[src/ccdt_pkg.sv]
// ============================================================================
// ccdt_pkg - shared types and constants of the CCD tape line tracker
// Register codes, reset values, Q0.16 smoothing weights, frame summary type.
// ============================================================================
package ccdt_pkg;

  localparam int unsigned PIXELS     = 128;
  localparam int unsigned SCAN_FIRST = 2;

  // Q0.16 weights: found 0.65/0.35, decay 0.98/0.02
  localparam logic [15:0] Q_FOUND_OLD = 16'd42598;
  localparam logic [15:0] Q_FOUND_NEW = 16'd22938;
  localparam logic [15:0] Q_DECAY_OLD = 16'd64225;
  localparam logic [15:0] Q_DECAY_REF = 16'd1311;

  localparam logic [7:0]  LOST_MAX    = 8'd255;
  localparam logic [6:0]  PCNT_MAX    = 7'd127;

  localparam logic [11:0] RST_DARK_THRESHOLD   = 12'd2048;
  localparam logic [7:0]  RST_WIDTH_MIN        = 8'd3;
  localparam logic [7:0]  RST_WIDTH_MAX        = 8'd30;
  localparam logic [6:0]  RST_CENTER_REFERENCE = 7'd64;
  localparam logic [7:0]  RST_HOLD_FRAMES      = 8'd3;

  localparam int unsigned CFG_INDEX_W = 3;
  localparam int unsigned CFG_DATA_W  = 12;

  typedef enum logic [CFG_INDEX_W-1:0] {
    REG_DARK_THRESHOLD   = 3'd0,
    REG_WIDTH_MIN        = 3'd1,
    REG_WIDTH_MAX        = 3'd2,
    REG_CENTER_REFERENCE = 3'd3,
    REG_HOLD_FRAMES      = 3'd4
  } reg_index_t;

  typedef struct packed {
    logic [11:0] dark_threshold;
    logic [7:0]  width_min;
    logic [7:0]  width_max;
    logic [6:0]  center_reference;
    logic [7:0]  hold_frames;
  } ccdt_cfg_t;

  // what the front hands the back at each frame end
  typedef struct packed {
    logic       latched;
    logic [6:0] left_edge;
    logic [6:0] right_edge;
  } frame_sum_t;

endpackage

[src/ccdt_if.sv]
// ============================================================================
// ccdt_if - channel interfaces of the CCD tape line tracker
// Pixel input channel and frame result channel, valid/ready handshake.
// ============================================================================
interface ccdt_pix_if;
  logic        valid;
  logic        ready;
  logic [11:0] pixel_value;
  logic        frame_end;

  modport source (output valid, pixel_value, frame_end, input ready);
  modport sink   (input valid, pixel_value, frame_end, output ready);
endinterface

interface ccdt_res_if;
  logic              valid;
  logic              ready;
  logic              track_valid;
  logic [6:0]        track_center;
  logic [7:0]        strip_width;
  logic [6:0]        left_edge;
  logic [6:0]        right_edge;
  logic signed [7:0] position_error;
  logic [7:0]        lost_count;

  modport source (output valid, track_valid, track_center, strip_width, left_edge,
                  right_edge, position_error, lost_count, input ready);
  modport sink   (input valid, track_valid, track_center, strip_width, left_edge,
                  right_edge, position_error, lost_count, output ready);
endinterface

[src/ccdt_front.sv]
// ============================================================================
// ccdt_front - pixel scanner
// Thresholds each pixel, finds dark-run edges and latches the first run of
// accepted width; pushes a frame summary at frame end.
// ============================================================================
module ccdt_front
  import ccdt_pkg::*;
(
  input  logic        clk,
  input  logic        rst,
  input  ccdt_cfg_t   cfg,
  ccdt_pix_if.sink    pix,
  input  logic        q_full,
  output logic        push,
  output frame_sum_t  push_data
);

  localparam logic [6:0] SCAN_LO = 7'(SCAN_FIRST + 1);
  localparam logic [6:0] SCAN_HI = 7'(PIXELS - 2);

  logic [6:0] pixel_counter;
  logic [1:0] dark_history;
  logic       left_seen;
  logic [6:0] left_candidate;
  logic       tape_latched;
  logic [6:0] latched_left;
  logic [6:0] latched_right;

  logic       left_seen_next;
  logic [6:0] left_candidate_next;
  logic       tape_latched_next;
  logic [6:0] latched_left_next;
  logic [6:0] latched_right_next;

  logic       dark;
  logic       scan_en;
  logic [6:0] pos;
  logic [7:0] run_width;
  logic       accept;

  assign pix.ready = !q_full;
  assign accept    = pix.valid && pix.ready;
  assign dark      = pix.pixel_value < cfg.dark_threshold;
  assign scan_en   = !tape_latched && pixel_counter >= SCAN_LO && pixel_counter <= SCAN_HI;
  assign pos       = pixel_counter - 7'd1;

  // position pos is tested once its right neighbor (this pixel) is here
  always_comb begin
    left_seen_next      = left_seen;
    left_candidate_next = left_candidate;
    tape_latched_next   = tape_latched;
    latched_left_next   = latched_left;
    latched_right_next  = latched_right;
    run_width           = '0;
    if (scan_en) begin
      if (!left_seen && dark_history[0] && !dark_history[1]) begin
        left_seen_next      = 1'b1;
        left_candidate_next = pos;
      end
      if (left_seen_next && dark_history[0] && !dark) begin
        run_width = {1'b0, pos} - {1'b0, left_candidate_next} + 8'd1;
        if (run_width >= cfg.width_min && run_width <= cfg.width_max) begin
          tape_latched_next  = 1'b1;
          latched_left_next  = left_candidate_next;
          latched_right_next = pos;
        end
        left_seen_next = 1'b0;
      end
    end
  end

  assign push                 = accept && pix.frame_end;
  assign push_data.latched    = tape_latched_next;
  assign push_data.left_edge  = latched_left_next;
  assign push_data.right_edge = latched_right_next;

  always_ff @(posedge clk) begin
    if (rst) begin
      pixel_counter  <= '0;
      dark_history   <= '0;
      left_seen      <= 1'b0;
      left_candidate <= '0;
      tape_latched   <= 1'b0;
      latched_left   <= '0;
      latched_right  <= '0;
    end else if (accept) begin
      if (pix.frame_end) begin
        pixel_counter  <= '0;
        dark_history   <= '0;
        left_seen      <= 1'b0;
        left_candidate <= '0;
        tape_latched   <= 1'b0;
        latched_left   <= '0;
        latched_right  <= '0;
      end else begin
        if (pixel_counter != PCNT_MAX) pixel_counter <= pixel_counter + 7'd1;
        dark_history   <= {dark_history[0], dark};
        left_seen      <= left_seen_next;
        left_candidate <= left_candidate_next;
        tape_latched   <= tape_latched_next;
        latched_left   <= latched_left_next;
        latched_right  <= latched_right_next;
      end
    end
  end

endmodule

[src/ccdt_queue.sv]
// ============================================================================
// ccdt_queue - two-entry frame summary queue
// Decouples the pixel scanner from the frame result unit.
// ============================================================================
module ccdt_queue
  import ccdt_pkg::*;
(
  input  logic       clk,
  input  logic       rst,
  input  logic       push,
  input  frame_sum_t push_data,
  output logic       full,
  input  logic       pop,
  output frame_sum_t head,
  output logic       empty
);

  frame_sum_t entry [2];
  logic       wr_ptr;
  logic       rd_ptr;
  logic [1:0] count;

  assign full  = count == 2'd2;
  assign empty = count == 2'd0;
  assign head  = entry[rd_ptr];

  always_ff @(posedge clk) begin
    if (push) entry[wr_ptr] <= push_data;
  end

  always_ff @(posedge clk) begin
    if (rst) begin
      wr_ptr <= 1'b0;
      rd_ptr <= 1'b0;
      count  <= '0;
    end else begin
      if (push) wr_ptr <= !wr_ptr;
      if (pop)  rd_ptr <= !rd_ptr;
      count <= count + {1'b0, push} - {1'b0, pop};
    end
  end

  a_no_overflow: assert property (@(posedge clk) disable iff (rst) !(push && full))
    else $error("queue push while full");
  a_no_underflow: assert property (@(posedge clk) disable iff (rst) !(pop && empty))
    else $error("queue pop while empty");
  a_count_track: assert property (@(posedge clk) disable iff (rst)
    (push && !pop) |=> count == $past(count) + 2'd1)
    else $error("queue count lost a push");

endmodule

[src/ccdt_back.sv]
// ============================================================================
// ccdt_back - frame result unit
// Lost-frame hold, Q7.16 smoothing and decay, registered result output.
// ============================================================================
module ccdt_back
  import ccdt_pkg::*;
(
  input  logic       clk,
  input  logic       rst,
  input  ccdt_cfg_t  cfg,
  input  frame_sum_t head,
  input  logic       empty,
  output logic       pop,
  ccdt_res_if.source res
);

  typedef enum logic [1:0] {S_IDLE, S_CALC, S_FIN} state_t;
  typedef enum logic [1:0] {K_FOUND, K_HELD, K_DECAY} kind_t;

  state_t      state;
  kind_t       kind;
  frame_sum_t  work;
  logic [7:0]  lost_frames;
  logic [7:0]  lost_work;
  logic [22:0] smoothed_center;
  logic [6:0]  held_center;
  logic [6:0]  found_center;
  logic [38:0] prod_old;
  logic [21:0] prod_new;

  logic [7:0]  lost_next;
  logic [7:0]  edge_sum;
  logic [22:0] smoothed_next;
  logic [6:0]  center_next;
  logic        out_free;

  assign pop      = (state == S_IDLE) && !empty;
  assign out_free = !res.valid || res.ready;
  assign edge_sum = {1'b0, work.left_edge} + {1'b0, work.right_edge};

  always_comb begin
    if (work.latched)               lost_next = '0;
    else if (lost_frames == LOST_MAX) lost_next = LOST_MAX;
    else                            lost_next = lost_frames + 8'd1;
  end

  // product low 16 bits only come from the old-value term
  assign smoothed_next = prod_old[38:16] + {1'b0, prod_new};

  always_comb begin
    case (kind)
      K_FOUND: center_next = found_center;
      K_HELD:  center_next = held_center;
      default: center_next = smoothed_next[22:16];
    endcase
  end

  always_ff @(posedge clk) begin
    if (rst) begin
      state           <= S_IDLE;
      kind            <= K_FOUND;
      work            <= '0;
      lost_frames     <= '0;
      lost_work       <= '0;
      smoothed_center <= {RST_CENTER_REFERENCE, 16'd0};
      held_center     <= RST_CENTER_REFERENCE;
      found_center    <= '0;
      prod_old        <= '0;
      prod_new        <= '0;
      res.valid          <= 1'b0;
      res.track_valid    <= 1'b0;
      res.track_center   <= '0;
      res.strip_width    <= '0;
      res.left_edge      <= '0;
      res.right_edge     <= '0;
      res.position_error <= '0;
      res.lost_count     <= '0;
    end else begin
      // in S_FIN the finish step owns valid
      if (res.valid && res.ready && state != S_FIN) res.valid <= 1'b0;
      unique case (state)
        S_IDLE: begin
          if (!empty) begin
            work  <= head;
            state <= S_CALC;
          end
        end
        S_CALC: begin
          lost_work    <= lost_next;
          found_center <= edge_sum[7:1];
          if (work.latched) begin
            kind     <= K_FOUND;
            prod_old <= 39'(Q_FOUND_OLD) * 39'(smoothed_center);
            prod_new <= 22'(Q_FOUND_NEW) * 22'(edge_sum[7:1]);
          end else begin
            kind     <= (lost_next <= cfg.hold_frames) ? K_HELD : K_DECAY;
            prod_old <= 39'(Q_DECAY_OLD) * 39'(smoothed_center);
            prod_new <= 22'(Q_DECAY_REF) * 22'(cfg.center_reference);
          end
          state <= S_FIN;
        end
        S_FIN: begin
          if (out_free) begin
            lost_frames <= lost_work;
            held_center <= center_next;
            if (kind != K_HELD) smoothed_center <= smoothed_next;
            res.valid          <= 1'b1;
            res.track_valid    <= kind != K_DECAY;
            res.track_center   <= center_next;
            res.strip_width    <= work.latched ?
                                  {1'b0, work.right_edge} - {1'b0, work.left_edge} + 8'd1
                                  : 8'd0;
            res.left_edge      <= work.left_edge;
            res.right_edge     <= work.right_edge;
            res.position_error <= {1'b0, center_next} - {1'b0, cfg.center_reference};
            res.lost_count     <= lost_work;
            state              <= S_IDLE;
          end
        end
        default: state <= S_IDLE;
      endcase
    end
  end

  a_found_clears_lost: assert property (@(posedge clk) disable iff (rst)
    (res.valid && res.strip_width != 8'd0) |-> (res.lost_count == 8'd0 && res.track_valid))
    else $error("found frame reports lost frames or invalid line");
  a_fin_waits: assert property (@(posedge clk) disable iff (rst)
    (state == S_FIN && res.valid && !res.ready) |=> state == S_FIN)
    else $error("result unit overwrote a pending result");
  a_stall_holds_lost: assert property (@(posedge clk) disable iff (rst)
    (state == S_FIN && !out_free) |=> lost_frames == $past(lost_frames))
    else $error("lost count moved while result stalled");

endmodule

[src/ccd_tape_line_tracker.sv]
// ============================================================================
// ccd_tape_line_tracker - linear CCD dark tape line tracker
// Per-pixel dark-run detection with a per-frame center, hold and decay result.
// ============================================================================
// Usage:
//   pix  : one pixel per transfer, in index order; frame_end marks the last
//          pixel of a frame. One pixel per cycle is taken while the summary
//          queue has room.
//   res  : exactly one result transfer per frame, none for other pixels.
//   cfg  : cfg_we/cfg_index/cfg_data write one register per cycle; write only
//          while the block is idle.
// A frame summary passes through the queue, then the result unit's
//   idle/multiply/finish sequence, which waits in finish while res stalls;
//   frames shorter than that sequence slow the pixel input once the
//   two-entry queue is full.
// Reset: rst (synchronous) restores register defaults, clears the scanner and
//   queue, and sets the smoothed and held centers to pixel 64.
// Stall: while res is not ready the pending result holds; the scanner keeps
//   taking pixels until two further frame summaries fill the queue.
// ============================================================================
module ccd_tape_line_tracker
  import ccdt_pkg::*;
(
  input  logic                   clk,
  input  logic                   rst,
  input  logic                   cfg_we,
  input  logic [CFG_INDEX_W-1:0] cfg_index,
  input  logic [CFG_DATA_W-1:0]  cfg_data,
  ccdt_pix_if.sink               pix,
  ccdt_res_if.source             res
);

  ccdt_cfg_t  cfg;
  logic       q_push;
  frame_sum_t q_push_data;
  logic       q_full;
  logic       q_pop;
  frame_sum_t q_head;
  logic       q_empty;

  // configuration registers; unknown indexes are ignored
  always_ff @(posedge clk) begin
    if (rst) begin
      cfg.dark_threshold   <= RST_DARK_THRESHOLD;
      cfg.width_min        <= RST_WIDTH_MIN;
      cfg.width_max        <= RST_WIDTH_MAX;
      cfg.center_reference <= RST_CENTER_REFERENCE;
      cfg.hold_frames      <= RST_HOLD_FRAMES;
    end else if (cfg_we) begin
      unique case (cfg_index)
        REG_DARK_THRESHOLD:   cfg.dark_threshold   <= cfg_data;
        REG_WIDTH_MIN:        cfg.width_min        <= cfg_data[7:0];
        REG_WIDTH_MAX:        cfg.width_max        <= cfg_data[7:0];
        REG_CENTER_REFERENCE: cfg.center_reference <= cfg_data[6:0];
        REG_HOLD_FRAMES:      cfg.hold_frames      <= cfg_data[7:0];
        default: ;
      endcase
    end
  end

  // front: pixel scan, one summary per frame
  ccdt_front u_front (
    .clk       (clk),
    .rst       (rst),
    .cfg       (cfg),
    .pix       (pix),
    .q_full    (q_full),
    .push      (q_push),
    .push_data (q_push_data)
  );

  // queue between scanner and result unit
  ccdt_queue u_queue (
    .clk       (clk),
    .rst       (rst),
    .push      (q_push),
    .push_data (q_push_data),
    .full      (q_full),
    .pop       (q_pop),
    .head      (q_head),
    .empty     (q_empty)
  );

  // back: hold/smooth/decay and the result register
  ccdt_back u_back (
    .clk   (clk),
    .rst   (rst),
    .cfg   (cfg),
    .head  (q_head),
    .empty (q_empty),
    .pop   (q_pop),
    .res   (res)
  );

endmodule

[src/flat_wrapper.sv]
// flat-port wrapper written by rule: the top's interface ports become plain ports
module ccd_tape_line_tracker_flat import ccdt_pkg::*;
  (clk, rst, cfg_we, cfg_index, cfg_data, pix_valid, pix_pixel_value, pix_frame_end, pix_ready, res_valid, res_track_valid, res_track_center, res_strip_width, res_left_edge, res_right_edge, res_position_error, res_lost_count, res_ready);
  ccdt_pix_if pix_i ();
  ccdt_res_if res_i ();
  input  logic clk;
  input  logic rst;
  input  logic cfg_we;
  input  logic [CFG_INDEX_W-1:0] cfg_index;
  input  logic [CFG_DATA_W-1:0] cfg_data;
  input wire logic [$bits(pix_i.valid)-1:0] pix_valid;
  input wire logic [$bits(pix_i.pixel_value)-1:0] pix_pixel_value;
  input wire logic [$bits(pix_i.frame_end)-1:0] pix_frame_end;
  output wire logic [$bits(pix_i.ready)-1:0] pix_ready;
  output wire logic [$bits(res_i.valid)-1:0] res_valid;
  output wire logic [$bits(res_i.track_valid)-1:0] res_track_valid;
  output wire logic [$bits(res_i.track_center)-1:0] res_track_center;
  output wire logic [$bits(res_i.strip_width)-1:0] res_strip_width;
  output wire logic [$bits(res_i.left_edge)-1:0] res_left_edge;
  output wire logic [$bits(res_i.right_edge)-1:0] res_right_edge;
  output wire logic [$bits(res_i.position_error)-1:0] res_position_error;
  output wire logic [$bits(res_i.lost_count)-1:0] res_lost_count;
  input wire logic [$bits(res_i.ready)-1:0] res_ready;
  assign pix_i.valid = pix_valid;
  assign pix_i.pixel_value = pix_pixel_value;
  assign pix_i.frame_end = pix_frame_end;
  assign pix_ready = pix_i.ready;
  assign res_valid = res_i.valid;
  assign res_track_valid = res_i.track_valid;
  assign res_track_center = res_i.track_center;
  assign res_strip_width = res_i.strip_width;
  assign res_left_edge = res_i.left_edge;
  assign res_right_edge = res_i.right_edge;
  assign res_position_error = res_i.position_error;
  assign res_lost_count = res_i.lost_count;
  assign res_i.ready = res_ready;
  ccd_tape_line_tracker u_core (.clk(clk), .rst(rst), .cfg_we(cfg_we), .cfg_index(cfg_index), .cfg_data(cfg_data), .pix(pix_i), .res(res_i));
endmodule
[config.mk]
export PLATFORM = sky130hd
export DESIGN_NAME = ccd_tape_line_tracker_flat
export DESIGN_NICKNAME = d
export VERILOG_FILES = /design/src/ccdt_pkg.sv /design/src/ccdt_if.sv /design/src/ccdt_front.sv /design/src/ccdt_queue.sv /design/src/ccdt_back.sv /design/src/ccd_tape_line_tracker.sv /design/src/flat_wrapper.sv
export SDC_FILE = /design/constraint.sdc
export NUM_CORES = 2
export LEC_CHECK = 0
export BUFFER_PORTS_ARGS = -buffer_cell sky130_fd_sc_hd__clkbuf_2
export CORE_MARGIN = 4
export CORE_UTILIZATION = 39
export CTS_CLUSTER_DIAMETER = 200
export DETAILED_ROUTE_END_ITERATION = 7
export PLACE_DENSITY = 0.63
export SLEW_MARGIN = 5
export SYNTH_ARGS = -nofsm -noshare
export SYNTH_HDL_FRONTEND = slang
export SYNTH_HIERARCHICAL = 1
export SYNTH_SLANG_ARGS = --single-unit
[constraint.sdc]
create_clock -name clk -period 11.29 [get_ports clk]
set_clock_uncertainty 0.2 [all_clocks]
set_input_delay 2.8225 -clock clk [delete_from_list [all_inputs] [get_ports clk]]
set_output_delay 2.8225 -clock clk [all_outputs]
set_load 0.1 [all_outputs]
### After elaboration in Yosys (flattened, before gate mapping)

Memory sizes are Yosys's and may differ from the RTL's. A register that Yosys moved wholly into a read port is not among the register bits.
Cells that the tools add are included.

| word-level totals | value |
|---|---|
| register bits after elaboration | 236 |
| bits in latches | 0 |
| memory bits (writable) | 30 |
| bits in read-only memories | 0 |
| bits of input ports | 33 |
| output and inout bits | 48 |
| logic and storage cells | 149 |
| memories | 1 |

| cells by class | value |
|---|---|
| add/sub/neg operators | 12 |
| $mul | 4 |
| div/mod/pow operators | 0 |
| magnitude comparators | 6 |
| equality and inequality tests | 15 |
| shift operators | 0 |
| multiplexer cells | 40 |
| bitwise gates (word level) | 1 |
| reductions and logical operators | 39 |

Memories:

| memory | depth | bits a word | rd ports | clocked after memory_dff | wr ports | RTL line | source |
|---|---|---|---|---|---|---|---|
| u_core.u_queue.entry | 2 | 15 | 1 | 1 | 1 | ccdt_queue.sv:18 | `frame_sum_t entry [2];` |

Operators with widths:

| kind | count |
|---|---|
| $mux 7 | 14 |
| $mul 16x23->39 const A | 1 |
| $mux 39 | 1 |
| $mul 15x23->38 const A | 1 |
| $add 8x1->8 const B | 3 |
| $mux 8 | 3 |
| $sub 7x7->8 | 3 |
| $add 23x22->23 | 1 |
| $mux 22 | 1 |
| $mul 14x7->21 const A | 1 |
| $reduce_and 2->1 | 10 |
| $mul 11x7->18 const A | 1 |
| $le 8x8->1 | 2 |
| $mux 1 | 14 |
| $pmux 7 s2 | 1 |
| $logic_and 1x1->1 | 12 |
| $lt 12x12->1 | 1 |
| $mux 2 | 5 |
| $logic_not 1->1 | 9 |
| $add 7x7->8 | 1 |
| $eq 8x8->1 const B | 1 |
| $ge 8x8->1 | 1 |
| $ne 2x2->1 const B | 4 |
| $add 7x1->7 const B | 1 |
| other kinds (19) | 25 |

### Depth between registers and ports, before layout

| depth | value |
|---|---|
| depth in word-level cells | 13 |
| mapped depth | 28 |
| depth with buffers taken out | 28 |

### Modules after synthesis

Netlist, hierarchy kept.

By module, submodules not included:

| module | instances | cells an instance | area an instance (um2) | sequential area each (um2) |
|---|---|---|---|---|
| ccdt_back | 1 | 2,602 | 23,169.7 | 3,002.9 |
| ccdt_front | 1 | 367 | 2,788.9 | 640.6 |
| ccd_tape_line_tracker | 1 | 167 | 1,798.0 | 860.8 |
| ccdt_queue | 1 | 68 | 1,355.0 | 1,001.0 |

### Worst setup path after synthesis

No wires, ideal clock.

| timing path | value |
|---|---|
| kind | flip-flop to flip-flop |
| start | register u_core.u_back.smoothed_center[10] |
| end | register u_core.u_back.prod_old[33] |
| setup time | 0.119 ns |
| arrival time | 5.745 ns |
| required time | 10.971 ns |
| path slack | 5.226 ns |
| stages on the path, launching flop included | 21 |
| buffers on the path | 0 |
| period minus slack after synthesis | 6.064 ns |
| cells stage by stage | dfxtp_1 > ha_1 > inv_1 > fa_1 > fa_1 > fa_1 > inv_1 > fa_1 > inv_1 > fa_1 > inv_1 > ha_1 > a21oi_1 > o21ai_0 > a211o_1 > a2111oi_4 > nor4_2 > or3_4 > a211oi_2 > nor2_1 > o221a_1 |

| on the way | value |
|---|---|
| word-level cells in the longest chain between the ends | 2 |
| elaborated cells between the ends (all ways) | 3 |
| classes of those cells | mul: 2; mux: 1 |

RTL lines:

| what | RTL line | source |
|---|---|---|
| start, declared | ccdt_back.sv:25 | `logic [22:0] smoothed_center;` |
| start signal, assigned | ccdt_back.sv:65 | `smoothed_center <= {RST_CENTER_REFERENCE, 16'd0};` |
| start signal, assigned | ccdt_back.sv:106 | `if (kind != K_HELD) smoothed_center <= smoothed_next;` |
| $mul 16x23->39 / $mul 15x23->38 (equally long branches) | ccdt_back.sv:97, ccdt_back.sv:93 |  |
| $mux 39 * | ccdt_back.sv:91 | `if (work.latched) begin` |
| end signal, assigned | ccdt_back.sv:93 | `prod_old <= 39'(Q_FOUND_OLD) * 39'(smoothed_center);` |
| end signal, assigned | ccdt_back.sv:97 | `prod_old <= 39'(Q_DECAY_OLD) * 39'(smoothed_center);` |
| end, declared | ccdt_back.sv:28 | `logic [38:0] prod_old;` |

Every way passes the cells marked *; elsewhere a longest branch is shown, timed or not.
A chain may end at the register's enable or synchronous reset.

### Final worst setup path

| timing path | value |
|---|---|
| start | register u_core.u_back.smoothed_center[21] |
| end | register u_core.u_back.prod_old[36] |

Same word-level chain as after synthesis.

==> results.py <==
metrics = {
    "placement": {
        "io_buffers": 80,
        "dp_slack_ns": 4.329,
        "hpwlAfterDp_mm": 59.39,
        "gp_congestion": 0.9152,
        "dpl-instance-area_sq_mm": 0.03042,
        "dpl.cell_count": 4161,
    },
    "cts": {
        "clock_path_buffers": 3,
        "clk_pin_slew_ns": 0.06,
        "cts-root-buf": "clkbuf_16",
        "cts_setup_buffers": 0,
        "cts-hold-fix-buffers": 0,
        "cts_buffers": 30,
        "cts_tree": "done",
        "htreeDepth": 1,
        "clk_latency_ns": 0.59,
        "cts_resized": 0,
        "cts.sinks": 260,
    },
    "critical_path": {
        "crit_fanout": 10,
        "critPathKind": "register to register",
        "required_ns": 11.53,
        "worstRegToRegCells": 22,
        "end_kind": "register",
        "worstPathArrival_ns": 7.26,
        "reg2reg_to": "u_core/u_back/prod_old[36]",
        "startpoint_type": "register",
        "r2r_slack_ns": 4.27,
        "crit_start": "u_core/u_back/smoothed_center[21]",
        "rr_startpoint": "u_core/u_back/smoothed_center[21]",
        "crit_path_end": "u_core/u_back/prod_old[36]",
    },
    "timing": {
        "setup_viol": 0,
        "worstMarginPinSlew_ns": 0.9402,
        "drv_slew": 0,
        "timing.final.crit_share_pct": 62.16,
        "relSlewSlack_pct": 37.24,
        "fin_tns_setup_ns": 0,
        "clock.fmax_ghz": 0.1425,
        "worst_slack_ns": 4.272,
        "hold_viol_final": 0,
        "rsz0062_at_grt": "false",
        "fin_crit_ns": 7.018,
    },
    "floorplanning": {
        "start_util_pct": 39.63,
        "dieArea_sq_mm": 0.07908,
        "io_pins": 81,
        "die_h_um": 281.2,
        "row_count": 99,
        "core-area_sq_mm": 0.07345,
        "die_w_um": 281.2,
    },
    "min_path": {
        "hold_class": "register to register",
        "hold_path_depth": 2,
    },
    "yosys": {
        "yosysTopAreaCellShare_pct": 20.70,
        "syn_inst": 3204,
        "ys_seq_area_share_pct": 18.91,
        "ys_types": 102,
        "syn_nets": 4010,
        "ys.warnings.count": 6,
        "avgSynthCellArea_sq_um": 9.086,
        "synth_top_flop_cell": "dfxtp_1",
        "synth-seq-cells": 260,
        "synth_edf_count": 30,
        "yosys-top-cells-area": "fa_1 21%, ha_1 20%, dfxtp_1 16%",
        "yosysTopAreaCell": "fa_1",
        "async_flop_share_pct": 0,
        "mappedNetlistArea_sq_mm": 0.02911,
    },
    "global_route": {
        "antenna_found_initial": 0,
        "grt-ovfl-total": 0,
        "grt_use_total_pct": 18.90,
        "grt_max_degree": 95,
        "grt_pass1_wl_mm": 120.0,
        "grt_pass1_vias": 22060,
    },
    "detailed_routing": {
        "firstDrtPassIters": 5,
        "initialDrtViolationCount": 1295,
        "wirelength_mm": 73.81,
        "wl_per_cell_um": 17.50,
        "vias": 21760,
        "drt-vias-per-instance": 5.159,
        "drc": 0,
        "ant_nets": 0,
    },
    "layout": {
        "final.fill_count": 7191,
        "regArea_sq_mm": 0.005507,
        "layout_commonest_cell": "inv_1",
        "design_area_sq_mm": 0.03137,
        "final_cells": 4217,
        "diodes": 0,
        "multiInputGateArea_sq_mm": 0.02106,
        "final_cell_mix": "560 x inv_1, 472 x ha_1, 301 x fa_1",
        "syn_to_final_growth_pct": 7.753,
        "finalNetCount": 4040,
        "drive_gt1_share_pct": 6.231,
    },
    "power": {
        "power_leakage_nw": 15.25,
        "vdd_ir_drop_max_v": 0.0001836,
        "finalPower_mw": 5.217,
        "p_per_area_mw_per_mm2": 166.3,
    },
    "flow_run": {
        "drv_cap": 0,
    },
    "run_status": {
        "status": "complete, no violations",
    },
}
[cells by family after synthesis]
family | Yosys count | synth area share, %
AOI/OAI and AO/OA | 575 | 12.83
DFF | 260 | 18.91
adders and majority gates | 773 | 40.99
and+or+nand+nor | 751 | 12.34
buffers and inverters | 662 | 8.858
xor gates and xnor gates | 111 | 3.387
muxes | 72 | 2.691
[worst max-delay path: stages (launching register included)]
cell and delay [ns]:
dfxtp_1 0.75, inv_1 0.34, ha_1 0.36, inv_1 0.22, fa_1 0.45, ha_1 0.29
inv_1 0.06, fa_1 0.47, inv_1 0.06, fa_1 0.53, inv_1 0.05, fa_1 0.49
inv_1 0.04, ha_1 0.37, and3_1 0.23, a211oi_1 0.40, nor4_1 0.13, o2bb2ai_1 0.34
nor4_2 0.15, o311a_4 0.42, nor3b_1 0.15, o31ai_1 0.26, a211oi_1 0.10
[power by group]
part           total, mW  switching (mW)  internal, mW
Combinational       3.14            1.92          1.22
Clock              0.938           0.410         0.529
Sequential          1.13           0.105          1.03
[registers in the layout, summed over array words and instances (netlist names), 15 cells and up, named ones only]
signal and flops:
u_core/u_back/prod_old 23, u_core/u_queue/entry 30, u_core/cfg 43, u_core/u_back/prod_new 22, u_core/u_back/work 15, u_core/u_back/smoothed_center 23
[metrics by stage]
stage / hold slack [ns] / util [%]
4_1_cts: 0.2508 / 42.71
6_report: 0.2468 / 42.71
2_1_floorplan: 0.2318 / -
3_3_place_gp: 0.2382 / 41.42
3_5_place_dp: 0.2424 / 41.42
5_1_grt: 0.2733 / 42.71
[routing by layer]
metal	up-vias	track usage (%)	part of all wire [%]
met1	10440	26.26	46
met2	480	30.17	45
li1	10740	-	-
met5	-	0	0
met4	0	4.163	2.4
met3	98	4.311	6.7
[layout make-up]
cell class / instances / share of cell area [%]
flip-flops and latches: 260 / 17.55
inverters: 560 / 6.701
multi-input cells: 2282 / 67.13
well taps: 959 / 3.825
clock buffers: 40 / 2.577
repair buffers: 100 / 1.775
clock inverters: 16 / 0.4388
[synthesized netlist by cell type (18+ instances only)]
| library cell | n |
|---|---|
| o21bai_1 | 23 |
| nand2_1 | 248 |
| fa_1 | 301 |
| nor2b_1 | 21 |
| dfxtp_1 | 230 |
| ha_1 | 472 |
| a21oi_1 | 210 |
| nand3_1 | 59 |
| or3_1 | 19 |
| edfxtp_1 | 30 |
| xor2_1 | 43 |
| nor2_1 | 201 |
| o21ai_1 | 18 |
| inv_1 | 560 |
| a211oi_1 | 44 |
| nand2b_1 | 61 |
| mux2i_1 | 52 |
| and3_1 | 20 |
| a21o_1 | 51 |
| nor3_1 | 51 |
| clkbuf_1 | 68 |
| xnor2_1 | 67 |
| o21ai_0 | 65 |
| a31oi_1 | 29 |
[worst min-delay path by stage]
stage,startpoint,to
3_3_place_gp,u_core/u_back/lost_work[4],u_core/u_back/lost_frames[4]
4_1_cts,u_core/u_back/res.strip_width[2],u_core/u_back/res.strip_width[2]
5_1_grt,u_core/u_back/lost_work[7],u_core/u_back/lost_frames[7]
2_1_floorplan,u_core/u_back/found_center[6],u_core/u_back/found_center[6]
6_report,u_core/u_back/res.strip_width[2],u_core/u_back/res.strip_width[2]
3_5_place_dp,u_core/u_back/lost_work[6],u_core/u_back/lost_frames[6]
(Power assumes the default switching activity.)
